### config.mk
export PLATFORM = sky130hd
export DESIGN_NAME = preemptive_tick_scheduler_unit
export DESIGN_NICKNAME = d
export VERILOG_FILES = /design/src/rtl/pts_pkg.sv /design/src/rtl/pts_task_mem.sv /design/src/rtl/pts_sel.sv /design/src/rtl/preemptive_tick_scheduler_unit.sv
export SDC_FILE = /design/constraint.sdc
export NUM_CORES = 1
export LEC_CHECK = 0
export ABC_CLOCK_PERIOD_IN_PS = 6300
export BUFFER_PORTS_ARGS = -buffer_cell sky130_fd_sc_hd__buf_2
export CAP_MARGIN = 0
export CORE_ASPECT_RATIO = 1.2
export CORE_UTILIZATION = 56
export CTS_CLUSTER_DIAMETER = 60
export CTS_CLUSTER_SIZE = 10
export DETAILED_ROUTE_END_ITERATION = 12
export PLACE_DENSITY = 0.75
export SETUP_SLACK_MARGIN = 0.4
export SLEW_MARGIN = 15
export SYNTH_ARGS = -nofsm -noshare
export SYNTH_HDL_FRONTEND = slang
export SYNTH_SLANG_ARGS = --single-unit
### constraint.sdc
create_clock -name clk -period 6.3 [get_ports clk]
set_clock_uncertainty 0.2 [all_clocks]
set_input_delay 0.315 -clock clk [delete_from_list [all_inputs] [get_ports clk]]
set_output_delay 0.315 -clock clk [all_outputs]
set_load 0.02 [all_outputs]
### src/rtl/pts_pkg.sv
// ----------------------------------------------------------------------------
// pts_pkg
// Shared types and constants for the preemptive tick scheduler.
// ----------------------------------------------------------------------------
package pts_pkg;

	localparam int SLOTS_DEF     = 16;
	localparam int TIME_BITS_DEF = 16;

	localparam int ID_W    = 8;
	localparam int ARR_W   = 16;
	localparam int BURST_W = 16;
	localparam int PRIO_W  = 8;
	localparam int OUT_W   = 16;

	typedef enum logic [1:0] {
		KIND_LOAD    = 2'd0,
		KIND_TICK    = 2'd1,
		KIND_RESTART = 2'd2
	} kind_t;

	typedef enum logic [1:0] {
		ST_IDLE,
		ST_SCAN,
		ST_DRAIN,
		ST_UPDATE
	} state_t;

	typedef struct packed {
		logic [ID_W-1:0]    id;
		logic [ARR_W-1:0]   arrival;
		logic [BURST_W-1:0] burst;
		logic [PRIO_W-1:0]  priority_lvl;
		logic [BURST_W-1:0] remaining;
	} task_entry_t;

	typedef struct packed {
		logic        found;
		logic        arrived_now;
		task_entry_t entry;
	} pick_t;

endpackage

### src/rtl/pts_task_mem.sv
// ----------------------------------------------------------------------------
// pts_task_mem
// Task slot table: one write port, one registered read port, with a valid
// flop per slot so that a restart empties the table at once.
// ----------------------------------------------------------------------------
module pts_task_mem #(
	parameter int SLOTS  = pts_pkg::SLOTS_DEF,
	parameter int SLOT_W = $clog2(SLOTS)
) (
	input  logic                clk,
	input  logic                arst_n,
	input  logic                clear,
	input  logic                we,
	input  logic [SLOT_W-1:0]   wr_addr,
	input  pts_pkg::task_entry_t wr_data,
	input  logic                rd_en,
	input  logic [SLOT_W-1:0]   rd_addr,
	output pts_pkg::task_entry_t rd_data
);
	import pts_pkg::*;

	task_entry_t mem [SLOTS];
	task_entry_t rd_q;
	logic [SLOTS-1:0] vld_q;
	logic rd_vld_q;

	always_ff @(posedge clk) begin
		if (we) begin
			mem[wr_addr] <= wr_data;
		end
		if (rd_en) begin
			rd_q <= mem[rd_addr];
		end
	end

	always_ff @(posedge clk or negedge arst_n) begin
		if (!arst_n) begin
			vld_q    <= '0;
			rd_vld_q <= 1'b0;
		end else begin
			if (clear) begin
				vld_q <= '0;
			end else if (we) begin
				vld_q[wr_addr] <= 1'b1;
			end
			if (rd_en) begin
				rd_vld_q <= vld_q[rd_addr];
			end
		end
	end

	// a never-written slot reads as an empty task
	always_comb begin
		rd_data = rd_q;
		if (!rd_vld_q) begin
			rd_data.remaining = '0;
		end
	end

endmodule

### src/rtl/pts_sel.sv
// ----------------------------------------------------------------------------
// pts_sel
// Running best-task selection: compares one table entry per cycle, while en is
// high, against the present pick and keeps the winner.
// ----------------------------------------------------------------------------
module pts_sel #(
	parameter int SLOTS     = pts_pkg::SLOTS_DEF,
	parameter int TIME_BITS = pts_pkg::TIME_BITS_DEF,
	parameter int SLOT_W    = $clog2(SLOTS)
) (
	input  logic                 clk,
	input  logic                 arst_n,
	input  logic                 clear,
	input  logic                 en,
	input  logic [SLOT_W-1:0]    idx,
	input  pts_pkg::task_entry_t entry,
	input  logic [TIME_BITS-1:0] t,
	input  logic                 mode,
	input  logic                 cur_valid,
	input  logic [SLOT_W-1:0]    cur_slot,
	output pts_pkg::pick_t       pick,
	output logic [SLOT_W-1:0]    pick_slot
);
	import pts_pkg::*;

	localparam int CMP_W = TIME_BITS + ARR_W;

	task_entry_t     best_q;
	logic [SLOT_W-1:0] best_slot_q;
	logic            found_q;
	logic            arrived_q;

	logic [CMP_W-1:0]   arr_w;
	logic [CMP_W-1:0]   t_w;
	logic               elig;
	logic               hit_now;
	logic [BURST_W-1:0] key_i;
	logic [BURST_W-1:0] key_b;
	logic               beats;
	logic               take;

	function automatic logic [BURST_W-1:0] key_of(input task_entry_t e, input logic m);
		logic [BURST_W-1:0] k;
		if (m) begin
			k = e.remaining;
		end else begin
			k = {{(BURST_W-PRIO_W){1'b0}}, e.priority_lvl};
		end
		return k;
	endfunction

	always_comb begin
		arr_w   = {{TIME_BITS{1'b0}}, entry.arrival};
		t_w     = {{ARR_W{1'b0}}, t};
		elig    = (entry.remaining != '0) && (arr_w <= t_w);
		hit_now = elig && (arr_w == t_w);
		key_i   = key_of(entry, mode);
		key_b   = key_of(best_q, mode);
		// tie: the task that ran last tick keeps the cpu, then lower id
		if (key_i != key_b) begin
			beats = key_i < key_b;
		end else if (cur_valid && best_slot_q == cur_slot) begin
			beats = 1'b0;
		end else if (cur_valid && idx == cur_slot) begin
			beats = 1'b1;
		end else begin
			beats = entry.id < best_q.id;
		end
		take = en && elig && (!found_q || beats);
	end

	always_ff @(posedge clk or negedge arst_n) begin
		if (!arst_n) begin
			found_q   <= 1'b0;
			arrived_q <= 1'b0;
		end else if (clear) begin
			found_q   <= 1'b0;
			arrived_q <= 1'b0;
		end else if (en) begin
			if (take) begin
				found_q <= 1'b1;
			end
			if (hit_now) begin
				arrived_q <= 1'b1;
			end
		end
	end

	always_ff @(posedge clk) begin
		if (take) begin
			best_q      <= entry;
			best_slot_q <= idx;
		end
	end

	assign pick.found       = found_q;
	assign pick.arrived_now = arrived_q;
	assign pick.entry       = best_q;
	assign pick_slot        = best_slot_q;

endmodule

### src/rtl/preemptive_tick_scheduler_unit.sv
// ----------------------------------------------------------------------------
// preemptive_tick_scheduler_unit
// Preemptive priority / shortest-remaining-time tick scheduler over a task
// slot table.
// ----------------------------------------------------------------------------
// Usage:
//   A transaction is taken on a clock edge with start high and busy low.
//   kind selects load (writes one slot), tick or restart (empties the table,
//   zeroes time and the running task; select_mode is kept).
//   Load and restart finish in the accept cycle, raise no busy and give no
//   result. A tick scans the table one slot per cycle through the single memory
//   read port and keeps busy high through the scan, a drain state and an
//   update state; the result follows with done high for one cycle as busy
//   drops. A new tick is taken only when busy is low again, so ticks never
//   overlap. select_mode is written through cfg_wr_en / cfg_wr_data; the user
//   must do so only while idle, as the block itself does not enforce it.
//   Results cannot be held off: the receiver must take each done cycle.
//   Reset empties the table, zeroes time and clears select_mode; no
//   clearing pass is needed.
// ----------------------------------------------------------------------------
module preemptive_tick_scheduler_unit #(
	parameter int SLOTS     = pts_pkg::SLOTS_DEF,
	parameter int TIME_BITS = pts_pkg::TIME_BITS_DEF
) (
	input  logic        clk,
	input  logic        arst_n,
	input  logic        start,
	output logic        busy,
	input  logic [1:0]  kind,
	input  logic [3:0]  slot,
	input  logic [7:0]  task_id,
	input  logic [15:0] arrival_time,
	input  logic [15:0] burst_length,
	input  logic [7:0]  priority_level,
	input  logic        cfg_wr_en,
	input  logic        cfg_wr_data,
	output logic        done,
	output logic        busy_res,
	output logic [7:0]  running_id,
	output logic [15:0] tick_time,
	output logic        opens_segment,
	output logic        closes_previous,
	output logic        finished,
	output logic [15:0] turnaround,
	output logic [15:0] waiting_time
);
	import pts_pkg::*;

	localparam int SLOT_W = $clog2(SLOTS);
	localparam int WIDE_W = TIME_BITS + OUT_W;

	state_t state_q, state_nxt;

	logic                 mode_q;
	logic [TIME_BITS-1:0] time_q;
	logic                 cur_valid_q;
	logic [SLOT_W-1:0]    cur_slot_q;
	logic [SLOT_W-1:0]    scan_idx_q;
	logic                 rd_en_s1;
	logic [SLOT_W-1:0]    rd_idx_s1;

	logic        accept;
	logic        acc_load;
	logic        acc_tick;
	logic        acc_restart;
	logic        slot_ok;
	logic [31:0] slot_ext;
	logic        rd_en;
	logic        in_update;
	logic        scan_last;

	task_entry_t       load_entry;
	task_entry_t       upd_entry;
	task_entry_t       mem_wr_data;
	task_entry_t       rd_entry;
	logic              mem_we;
	logic [SLOT_W-1:0] mem_wr_addr;

	pick_t             pick;
	logic [SLOT_W-1:0] pick_slot;

	logic [TIME_BITS-1:0] time_nxt;
	logic [WIDE_W-1:0]    t_wide;
	logic [WIDE_W-1:0]    tn_wide;
	logic [WIDE_W-1:0]    arr_wide;
	logic [WIDE_W-1:0]    burst_wide;
	logic [WIDE_W-1:0]    tat_diff;
	logic [WIDE_W-1:0]    tat_wide;
	logic [WIDE_W-1:0]    wt_diff;
	logic [WIDE_W-1:0]    wt_wide;
	logic [BURST_W-1:0]   new_rem;
	logic                 opens;
	logic                 closes;
	logic                 fin;

	// input decode
	always_comb begin
		accept      = start && !busy;
		acc_load    = 1'b0;
		acc_tick    = 1'b0;
		acc_restart = 1'b0;
		unique case (kind_t'(kind))
			KIND_LOAD:    acc_load    = accept;
			KIND_TICK:    acc_tick    = accept;
			KIND_RESTART: acc_restart = accept;
			default:      ;
		endcase
		slot_ext = {28'd0, slot};
		slot_ok  = slot_ext < 32'(SLOTS);
	end

	// state machine
	assign scan_last = (scan_idx_q == SLOT_W'(SLOTS - 1));

	always_comb begin
		state_nxt = state_q;
		unique case (state_q)
			ST_IDLE:   if (acc_tick) state_nxt = ST_SCAN;
			ST_SCAN:   if (scan_last) state_nxt = ST_DRAIN;
			ST_DRAIN:  state_nxt = ST_UPDATE;
			ST_UPDATE: state_nxt = ST_IDLE;
			default:   state_nxt = ST_IDLE;
		endcase
	end

	always_comb begin
		busy      = 1'b1;
		rd_en     = 1'b0;
		in_update = 1'b0;
		unique case (state_q)
			ST_IDLE:   busy = 1'b0;
			ST_SCAN:   rd_en = 1'b1;
			ST_DRAIN:  ;
			ST_UPDATE: in_update = 1'b1;
			default:   ;
		endcase
	end

	always_ff @(posedge clk or negedge arst_n) begin
		if (!arst_n) begin
			state_q    <= ST_IDLE;
			scan_idx_q <= '0;
			rd_en_s1   <= 1'b0;
		end else begin
			state_q  <= state_nxt;
			rd_en_s1 <= rd_en;
			if (acc_tick) begin
				scan_idx_q <= '0;
			end else if (rd_en && !scan_last) begin
				scan_idx_q <= scan_idx_q + SLOT_W'(1);
			end
		end
	end

	always_ff @(posedge clk) begin
		rd_idx_s1 <= scan_idx_q;
	end

	// table write: loads while idle, remaining write-back at the end of a tick
	always_comb begin
		load_entry.id           = task_id;
		load_entry.arrival      = arrival_time;
		load_entry.burst        = burst_length;
		load_entry.priority_lvl = priority_level;
		load_entry.remaining    = burst_length;
		new_rem                 = pick.entry.remaining - BURST_W'(1);
		upd_entry               = pick.entry;
		upd_entry.remaining     = new_rem;
		if (in_update) begin
			mem_we      = pick.found;
			mem_wr_addr = pick_slot;
			mem_wr_data = upd_entry;
		end else begin
			mem_we      = acc_load && slot_ok;
			mem_wr_addr = slot_ext[SLOT_W-1:0];
			mem_wr_data = load_entry;
		end
	end

	pts_task_mem #(
		.SLOTS  (SLOTS),
		.SLOT_W (SLOT_W)
	) u_mem (
		.clk     (clk),
		.arst_n  (arst_n),
		.clear   (acc_restart),
		.we      (mem_we),
		.wr_addr (mem_wr_addr),
		.wr_data (mem_wr_data),
		.rd_en   (rd_en),
		.rd_addr (scan_idx_q),
		.rd_data (rd_entry)
	);

	pts_sel #(
		.SLOTS     (SLOTS),
		.TIME_BITS (TIME_BITS),
		.SLOT_W    (SLOT_W)
	) u_sel (
		.clk       (clk),
		.arst_n    (arst_n),
		.clear     (acc_tick),
		.en        (rd_en_s1),
		.idx       (rd_idx_s1),
		.entry     (rd_entry),
		.t         (time_q),
		.mode      (mode_q),
		.cur_valid (cur_valid_q),
		.cur_slot  (cur_slot_q),
		.pick      (pick),
		.pick_slot (pick_slot)
	);

	// tick outcome, all times taken modulo the time counter width
	always_comb begin
		time_nxt   = time_q + TIME_BITS'(1);
		t_wide     = {{OUT_W{1'b0}}, time_q};
		tn_wide    = {{OUT_W{1'b0}}, time_nxt};
		arr_wide   = {{TIME_BITS{1'b0}}, pick.entry.arrival};
		burst_wide = {{TIME_BITS{1'b0}}, pick.entry.burst};
		tat_diff   = tn_wide - arr_wide;
		tat_wide   = {{OUT_W{1'b0}}, tat_diff[TIME_BITS-1:0]};
		wt_diff    = tat_wide - burst_wide;
		wt_wide    = {{OUT_W{1'b0}}, wt_diff[TIME_BITS-1:0]};
		opens      = !cur_valid_q || (cur_slot_q != pick_slot) || pick.arrived_now;
		closes     = cur_valid_q && opens;
		fin        = (new_rem == '0);
	end

	always_ff @(posedge clk or negedge arst_n) begin
		if (!arst_n) begin
			mode_q      <= 1'b0;
			time_q      <= '0;
			cur_valid_q <= 1'b0;
			cur_slot_q  <= '0;
			done        <= 1'b0;
		end else begin
			done <= in_update;
			if (cfg_wr_en) begin
				mode_q <= cfg_wr_data;
			end
			if (acc_restart) begin
				time_q      <= '0;
				cur_valid_q <= 1'b0;
				cur_slot_q  <= '0;
			end else if (in_update) begin
				time_q <= time_nxt;
				if (!pick.found || fin) begin
					cur_valid_q <= 1'b0;
				end else begin
					cur_valid_q <= 1'b1;
					cur_slot_q  <= pick_slot;
				end
			end
		end
	end

	always_ff @(posedge clk) begin
		if (in_update) begin
			tick_time <= t_wide[OUT_W-1:0];
			if (pick.found) begin
				busy_res        <= 1'b1;
				running_id      <= pick.entry.id;
				opens_segment   <= opens;
				closes_previous <= closes;
				finished        <= fin;
				turnaround      <= fin ? tat_wide[OUT_W-1:0] : '0;
				waiting_time    <= fin ? wt_wide[OUT_W-1:0] : '0;
			end else begin
				busy_res        <= 1'b0;
				running_id      <= '0;
				opens_segment   <= 1'b0;
				closes_previous <= cur_valid_q;
				finished        <= 1'b0;
				turnaround      <= '0;
				waiting_time    <= '0;
			end
		end
	end

`ifndef SYNTH
	a_done_after_update: assert property (@(posedge clk) disable iff (!arst_n)
		done |-> $past(state_q == ST_UPDATE))
		else $error("result strobe without a finished scan");

	a_finish_needs_run: assert property (@(posedge clk) disable iff (!arst_n)
		done && finished |-> busy_res)
		else $error("completion reported on an idle tick");

	a_idle_tick_quiet: assert property (@(posedge clk) disable iff (!arst_n)
		done && !busy_res |-> running_id == '0 && !opens_segment && !finished)
		else $error("idle tick reports a running task");

	a_no_read_when_idle: assert property (@(posedge clk) disable iff (!arst_n)
		!busy |-> !rd_en_s1 && !rd_en)
		else $error("table read in flight while idle");
`endif

endmodule
==> After elaboration in Yosys (flattened, before gate mapping) <==
Memory sizes are Yosys's and may differ from the RTL's. A register that Yosys moved wholly into a read port is not among the register bits.
Cells that the tools add are included.
{ "op_classes": {"n_addsub": 5, "n_mul": 0, "div_mod_pow": 0, "order_cmp": 6, "eq_ne": 14, "n_shift": 0, "mux": 44, "bitwise_logic": 1, "reduce_logical": 32} }
{ "ops": {"columns": ["cell", "n"], "rows": [
  ["two-way mux 16 bit", 7],
  ["two-way mux 64 bit", 1],
  ["subtractor 16 bit", 2],
  ["two-way mux 1 bit", 25],
  ["two-way mux 4 bit", 6],
  ["adder 16 x 1 -> 16 bit (second input constant)", 1],
  ["equality test 16 bit", 1],
  ["<= comparator 16 bit", 1],
  ["logical NOT 16 bit", 1],
  ["less-than comparator 16 bit", 1],
  ["inequality test 16 bit", 1],
  ["OR 16 bit", 1],
  ["nonzero test 16 bit", 1],
  ["subtractor 16 x 1 -> 16 bit (second input constant)", 1],
  ["nonzero test 2 bit", 6],
  ["logical AND 1 bit", 10],
  ["less-than comparator 4 x 5 -> 1 bit (second input constant)", 2],
  ["AND reduction 2 bit", 5],
  ["equality test 4 bit", 2],
  ["less-than comparator 8 bit", 1],
  ["case mux 2 bit (4 select lines)", 1],
  ["equality test 2 bit (second input constant)", 3],
  ["inequality test 2 bit (second input constant)", 3],
  ["adder 4 x 1 -> 4 bit (second input constant)", 1],
  ["other kinds (10)", 18]
]} }
{ "word_totals": {"regBits": 181, "latch_bits": 0, "ramBits": 1024, "romBits": 0, "inputBits": 59, "output_inout_bits": 62, "word_cells": 130, "n_memories": 1} }
{ "memory_table": {"columns": ["name", "depth", "word_bits", "read_ports", "rd_ports_with_merged_regs", "write_ports", "line", "rtl"], "rows": [
  ["u_mem.mem", 16, 64, 1, 1, 1, "pts_task_mem.sv:22", "task_entry_t mem [SLOTS];"]
]} }

==> Logic depth before layout (Yosys ltp) <==
Gate-level depths: netlist of the first run.
{ "depth": {"word_depth": 10, "ltp_mapped": 20, "ltp_nobuf": 19} }

==> By module <==
From an unflattened synthesis of the first run, not the netlist that was laid out.
{ "unflattened": {"cells_unflattened": 2526, "hier_area_um2": 51545.7} }
{ "modules_own_cells": {"columns": ["module", "n_inst", "cells_each", "area_each_um2", "seq_area_each_um2"], "rows": [
  ["pts_task_mem", 1, 1627, 41612.4, 33096.7],
  ["preemptive_tick_scheduler_unit", 1, 647, 6480.0, 2632.5],
  ["pts_sel", 1, 252, 3453.3, 2092.0]
]} }

==> Worst setup path before layout of the first run <==
Ideal clock, no wire load.
{ "synth_path": {"path_type": "flip-flop to flip-flop", "start": "reg state_q[0]", "end": "mem u_mem.mem[6][0] (netlist name) (enable)", "setup_time_ns": 0.488, "t_arrival_ns": 5.658, "required_time_ns": 5.612, "slack_ns": -0.046, "path_stages_with_launch": 8, "n_path_buf": 2, "period_less_slack_ns": 6.346, "cell_sequence": "dfrtp_1 -> ha_1 -> clkbuf_1 -> inv_1 -> clkbuf_1 -> o32ai_1 -> nand2_1 -> nor2_1"} }
{ "synth_via": {"elab_cells_between_ends": 9, "classes_between": "eq/ne (1); mux (6); reduce/logical (2)"} }
{ "synth_lines": {"columns": ["element", "line", "rtl"], "rows": [
  ["start, declared", "preemptive_tick_scheduler_unit.sv:52", "state_t state_q, state_nxt;"],
  ["start signal, assigned", "preemptive_tick_scheduler_unit.sv:145", "state_q <= state_nxt;"],
  ["equality test 2 bit *", "preemptive_tick_scheduler_unit.sv:130", "unique case (state_q)"],
  ["two-way mux 1 bit *", "preemptive_tick_scheduler_unit.sv:130", null],
  ["named net in_update", "preemptive_tick_scheduler_unit.sv:69", "logic in_update;"],
  ["two-way mux 1 bit", "preemptive_tick_scheduler_unit.sv:169", "if (in_update) begin"],
  ["two-way mux 1 bit", "pts_task_mem.sv:28", "if (we) begin"],
  ["two-way mux 1 bit (implied by the code)", "pts_task_mem.sv:29", "mem[wr_addr] <= wr_data;"],
  ["end, declared", "pts_task_mem.sv:22", null]
]} }
Mark *: on every way through the listed nets, which the timed path passes. The rest lies on a longest branch.

==> Worst setup path in the final report of the first run <==
{ "layout_path": {"start": "reg time_q[0]", "end": "reg waiting_time[15] (data pin)"} }
{ "layout_via": {"elab_chain_cells": 3} }
{ "layout_lines": {"columns": ["element", "line", "rtl"], "rows": [
  ["start, declared", "preemptive_tick_scheduler_unit.sv:55", "logic [TIME_BITS-1:0] time_q;"],
  ["start signal, assigned", "preemptive_tick_scheduler_unit.sv:247", "time_q <= time_nxt;"],
  ["adder 16 x 1 -> 16 bit", "preemptive_tick_scheduler_unit.sv:216", "time_nxt = time_q + TIME_BITS'(1);"],
  ["subtractor 16 bit", "preemptive_tick_scheduler_unit.sv:221", "tat_diff = tn_wide - arr_wide;"],
  ["named net tat_diff[11]", "preemptive_tick_scheduler_unit.sv:87", "logic [WIDE_W-1:0] tat_diff;"],
  ["subtractor 16 bit", "preemptive_tick_scheduler_unit.sv:223", "wt_diff = tat_wide - burst_wide;"],
  ["end signal, assigned", "preemptive_tick_scheduler_unit.sv:268", "waiting_time <= fin ? wt_wide[OUT_W-1:0] : '0;"],
  ["end, declared", "preemptive_tick_scheduler_unit.sv:45", "output logic [15:0] waiting_time"]
]} }
The timed path passes the listed nets, and every way through them passes these cells.
A chain may end at the register's enable or synchronous reset.

==> flow_metrics.tcl, run 1 <==
set metrics [dict create \
    rrSetupSlack_ps 1210 \
    core_area_mm2 0.08964 \
    crit_arrival_ps 5330 \
    post-cts-setup-buffers 0 \
    hold_buffers 35 \
    crit_path_max_fanout 8 \
    nNetsFinal 2857 \
    finalHoldViolCount 0 \
    dp_hpwl_um 67680 \
    setup_viol_count_final 0 \
    drive_gt1_frac 0.2667 \
    yosysTopAreaCellShare 0.7183 \
    slew_headroom 0.1934 \
    fillers 5727 \
    max_freq_mhz 196.5 \
    placementRows 120 \
    period_needed_ps 5088 \
    ys_async_sr_fraction 0.03861 \
    grt_pass1_vias 26835 \
    synth_edf_count 1216 \
    yosysTopAreaCell "edfxtp_1" \
    period_share 0.8077 \
    fp.dieW_um 277.0 \
    synth_area_leaders "edfxtp_1, mux4_2, dfrtp_1" \
    multi_input_area_mm2 0.01248 \
    grt_pass1_wl_um 181100 \
    clk_pin_slew_ps 60 \
    whs_path_depth 2 \
    numCtsBuffers 146 \
    port_buffers 120 \
    synth.distinct_cells 61 \
    tightest_slew_ps 1204 \
    cts-root-buf "clkbuf_16" \
    dieHeight_um 332.1 \
    cts_resized 0 \
    syn_nets 2610 \
    postSynthAreaPerCell_um2 20.57 \
    end_kind "flip-flop" \
    dieArea_mm2 0.09199 \
    worstPathRequired_ps 6550 \
    track_usage 0.2746 \
    syn_to_final_growth_pct 13.50 \
    maxCapViolations 0 \
    gr-total-overflow 0 \
    clk_latency_ps 730 \
    drtPass1Iterations 6 \
    routed_wl_um 124100 \
    regArea_mm2 0.03784 \
    worstHoldPathType "in -> reg" \
    synth_area_mm2 0.05084 \
    power.density_mw_per_mm2 444.1 \
    clockBufferDepth 3 \
    gp_congestion 0.9008 \
    syn_inst 2471 \
    yosysSeqAreaShare 0.7440 \
    vdd_drop_max_mv 0.3707 \
    rsz0062_at_grt "no" \
    first_iter_violations 3431 \
    start_util 0.5672 \
    vias_per_cell 6.610 \
    ys.warnings.count 0 \
    route.detailed.wl_per_inst_um 31.57 \
    slew_violations 0 \
    post-route-drc-count 0 \
    p_leak_uw 0.01912 \
    synth_top_flop_cell "edfxtp_1" \
    antenna_found_initial 5 \
    fin_util 0.6437 \
    crit_type "reg -> reg" \
    ant_nets 0 \
    reg2reg_depth 18 \
    cp-start-kind "flip-flop" \
    cts_tree "yes" \
    status "finished clean" \
    fin_tns_setup_ps 0 \
    synth-seq-cells 1269 \
    dr_total_vias 25983 \
    cts_sinks 1269 \
    grt_max_degree 156 \
    htree_levels 4 \
    pin_count 121 \
]
-- cell type report --
| class | instances | area share |
|---|---|---|
| diodes | 1 | 0.00004337 |
| clock buffers | 187 | 0.06707 |
| well taps | 1159 | 0.02513 |
| repair buffers | 205 | 0.02775 |
| clock inverters | 14 | 0.003361 |
| multi-input cells | 1024 | 0.2162 |
| inverters | 72 | 0.004684 |
| flip-flops and latches | 1269 | 0.6557 |
-- path summary, 6_finish.rpt --
check	from	to
hold reg to reg	u_mem.rd_data[27]$_DFFE_PP_	u_sel.pick[27]$_DFFE_PP_
min in group asynchronous	arst_n	time_q[9]$_DFFE_PN0P_
hold / removal	arrival_time[14]	u_mem.mem[1][54]$_DFFE_PP_
setup reg to reg	time_q[0]$_DFFE_PN0P_	waiting_time[15]$_SDFFCE_PN0P_
max in group asynchronous	arst_n	scan_idx_q[1]$_DFFE_PN0P_
setup / recovery	time_q[0]$_DFFE_PN0P_	waiting_time[15]$_SDFFCE_PN0P_
-- synth_stat cells (all sizes together), types with 11 or more instances --
library cell  count
edfxtp         1216
mux4            325
nor2            126
ha               78
inv              70
clkbuf           63
xnor2            58
mux2             56
a21oi            51
dfrtp            49
nand2            47
buf              43
and3             35
o21ai            30
nand3            23
xor2             21
and2             20
a21o             16
nor3             15
nor4             12
mux2i            11
nand4            11
-- flip-flops by register name, indices dropped and copies added, names as in the netlist, 8 cells and up --
register and count:
u_mem.vld_q 16, u_sel.pick 64, u_mem.rd_data 48, tick_time 16, turnaround 16, running_id 8
u_mem.rd_q 16, time_q 16, u_mem.mem 1024, waiting_time 16
-- power breakdown --
| part | leakage (uW) | internal [uW] | switching [uW] |
|---|---|---|---|
| Clock | 0.00197 | 4310 | 3130 |
| Sequential | 0.0117 | 10700 | 713 |
| Combinational | 0.00549 | 3160 | 3660 |
| Total | 0.0191 | 18100 | 7500 |
-- through the flow --
stage	worst slack [ps]	power, uW	instance area (um^2)	hold slack, ps	std cells
finish	1212	25620	57700	23.31	3931
global route	795.0	26570	57700	38.46	3930
CTS	1302	25740	57670	0.3332	3926
detailed placement	1331	18260	53250	204.5	3690
global placement	1382	18030	53200	202.3	3688
floorplan	-45.75	16250	50840	-180.6	2471
-- cells in the final DEF (no fill, tap or decap), types with 8 or more instances in the layout --
cell	n
dfrtp_1	45
buf_12	20
mux4_2	325
nor2_4	16
and3_1	35
nor4_1	11
nor3_1	15
or3_1	8
edfxtp_1	1216
a211oi_1	8
nand4_1	11
clkbuf_16	148
buf_4	26
xnor2_1	58
nand3_1	23
inv_1	70
mux2i_1	11
ha_1	76
nand2_1	47
o21ai_0	25
clkbuf_1	37
xor2_1	21
nor2_1	110
and2_1	20
buf_2	120
a21o_1	16
dlygate4sd3_1	37
mux2_2	56
a21oi_1	50
-- metal layers --
layer / global-route usage / share of wire / vias to the layer above
li1: - / - / 10561
met1: 0.3760 / 0.38 / 13656
met2: 0.4487 / 0.50 / 1532
met3: 0.05030 / 0.093 / 230
met4: 0.09456 / 0.028 / 4
met5: 0 / 0.00017 / -
-- critical path, stage by stage (launching register included) --
cell,delay (ps)
dfrtp_1,510
ha_1,260
and3_1,220
and3_1,240
and3_1,310
xnor2_1,160
ha_1,310
a21oi_1,220
nor2b_1,80
or3_1,390
a21oi_1,220
xnor2_1,170
ha_1,340
a211oi_1,270
o21bai_1,120
a221o_1,300
a41o_1,220
nor4_1,180
nor3_1,90
-- cell families after synthesis --
group,after synthesis,synth area share
compound gates,152,0.01915
xor+xnor,79,0.01361
fa+ha+maj,80,0.01998
buf+inv,178,0.01386
flops,1269,0.7440
mux,392,0.1585
simple gates,321,0.03089
(Power assumes the default switching activity.)
==> inputs of run 2 (changes only) <==
ABC_CLOCK_PERIOD_IN_PS = 4900   (was 6300)
CORE_UTILIZATION = 60   (was 56)
PLACE_DENSITY = 0.77   (was 0.75)
clock period = 4.9 ns   (was 6.3 ns; I/O delays follow)
==> run 2 against run 1 <==
Clock power is 30% higher. Utilization is 5.7 points higher. Critical path type unchanged. Critical endpoint unchanged. Largest cell class unchanged. Count of clock-buffer cells in the layout is 19 higher. Worst hold slack better by 32 ps. Largest power group unchanged. Sequential power is 28% higher.
==> flow_metrics.tcl, run 2 (same netlist as run 1, synthesis figures left out) <==
set metrics [dict create \
    worstPathRequired_ps 5180 \
    r2r-start "time_q[1]$_DFFE_PN0P_" \
    post-route-drc-count 0 \
    crit_type "reg -> reg" \
    maxCapViolations 0 \
    cts_sinks 1269 \
    status "finished clean" \
    final_common_cell "edfxtp_1" \
    dieHeight_um 320.9 \
    clk_pin_slew_ps 60 \
    internal_power_uw 23600 \
    fin_hold_ws_ps 55.28 \
    end_kind "flip-flop" \
    cp-start-kind "flip-flop" \
    dp_hpwl_um 69080 \
    rsz0062_at_grt "yes" \
    start_util 0.6081 \
    clk_latency_ps 740 \
    crit_arrival_ps 4840 \
    p_comb_frac 0.275 \
    grt_max_degree 73 \
    finalHoldViolCount 0 \
    tightest_slew_ps 1182 \
    clockBufferDepth 3 \
    largest_register "u_mem.mem" \
    fp.dieW_um 267.7 \
    core_area_mm2 0.08360 \
    largest_register_ffs 1024 \
    cts-root-buf "clkbuf_16" \
    htree_levels 4 \
    placementRows 116 \
    whs_path_depth 5 \
    p_seq_frac 0.436 \
    p_sw_uw 9909 \
    syn_to_final_growth_pct 15.24 \
    port_buffers 120 \
    pin_count 121 \
    timing.rr.end "waiting_time[15]$_SDFFCE_PN0P_" \
    grt_pass1_wl_um 181400 \
    worstHoldPathType "in -> reg" \
    first_iter_violations 3041 \
    route.detailed.wl_per_inst_um 31.51 \
    ant_nets 0 \
    drtPass1Iterations 6 \
    setup_viol_count_final 0 \
    dr_total_vias 26357 \
    gp_congestion 0.8896 \
    cts_tree "yes" \
    vias_per_cell 6.631 \
    rrSetupSlack_ps 340 \
    track_usage 0.3006 \
    gr-total-overflow 0 \
    period_share 0.9303 \
    max_freq_mhz 219.4 \
    routed_wl_um 125200 \
    switching_share 0.2957 \
    antenna_found_initial 2 \
    min_to "cur_valid_q$_DFFE_PN0P_" \
    drive_gt1_frac 0.2884 \
    fin_tns_setup_ps 0 \
    grt_pass1_vias 27514 \
    most-common-layout-cells "edfxtp_1, mux4_2, clkbuf_16" \
    numCtsBuffers 145 \
    slew_violations 0 \
    hp-start "start" \
    num_antenna_cells 0 \
    vdd_drop_max_mv 0.5088 \
    period_needed_ps 4558 \
    crit_path_max_fanout 4 \
    power.density_mw_per_mm2 572.0 \
    slew_headroom 0.2118 \
    reg2reg_depth 19 \
    p_leak_uw 0.01951 \
    pwr-share-clk 0.290 \
    nNetsFinal 2919 \
    dieArea_mm2 0.08590 \
]
-- run 2: changes by cell type in the layout (fill, tap and decap cells not counted), sizes merged --
cell	delta
clkbuf	+18
diode	-1
bufinv	-1
buf	+47
inv	+2
dlygate4sd3	+17
-- run 2: cell type report --
class,instances,area [um^2]
sequential,1269,37840
fill,4937,25020
multi-input combinational,1024,12710
clock buffer,206,3910
timing repair buffer,268,2203
tap,1121,1403
inverter,72,270.3
clock inverter,15,251.5
-- run 2: worst max path at each step --
stage,slack (ps),depth (start not counted),endpoint,start
final,340,19,waiting_time[15]$_SDFFCE_PN0P_,time_q[1]$_DFFE_PN0P_
after global routing,180,19,waiting_time[15]$_SDFFCE_PN0P_,time_q[1]$_DFFE_PN0P_
after CTS,330,18,waiting_time[15]$_SDFFCE_PN0P_,time_q[0]$_DFFE_PN0P_
after detailed placement,180,19,waiting_time[15]$_SDFFCE_PN0P_,time_q[0]$_DFFE_PN0P_
after global placement,220,18,waiting_time[15]$_SDFFCE_PN0P_,time_q[0]$_DFFE_PN0P_
after floorplan,410,20,waiting_time[15]$_SDFFCE_PN0P_,time_q[0]$_DFFE_PN0P_
-- run 2: worst max-delay path, stage by stage (launching register included) --
cell,delay (ps)
dfrtp_1,400
buf_6,130
and3_4,180
and3_4,230
nand3_4,90
xnor2_2,150
ha_1,310
a21o_1,200
a21o_1,190
a21oi_2,150
o21ai_2,110
xor2_2,170
ha_1,310
a21o_1,240
a211oi_2,250
o21bai_1,100
a221o_1,330
a41o_1,240
nor4_2,230
nor3_2,90
-- run 2: through the flow --
step,std cells,util,area [um^2],power (uW),setup WS [ps]
6_report,3975,0.7008,58580,33510,341.7
5_1_grt,3975,0.7008,58580,34770,181.6
4_1_cts,3954,0.6969,58260,33380,331.6
3_5_place_dp,3670,0.6391,53430,23540,178.4
3_3_place_gp,3670,0.6391,53430,23220,224.0
2_1_floorplan,2471,-,51000,20920,408.4
-- run 2: routing by layer --
layer	track usage	part of all wire
met5	0	0.000080
met2	0.4849	0.50
met1	0.4060	0.37
met4	0.1239	0.040
met3	0.05972	0.095
-- run 2: timing repair --
item	4_1_cts	5_1_grt
endpoints found under the hold margin	928	0
gates resized for setup	16	33
setup endpoints to repair	1	6
pin swaps	15	30
hold buffers	54	0
setup buffers	9	20
-- run 2: power by group through the flow --
stage | logic, uW | clock network [uW] | registers (uW)
6_report | 9210 | 9700 | 14600
5_1_grt | 9880 | 10200 | 14700
4_1_cts | 9000 | 9800 | 14600
3_5_place_dp | 8770 | 0 | 14800
3_3_place_gp | 8480 | 0 | 14700
2_1_floorplan | 6600 | 0 | 14300
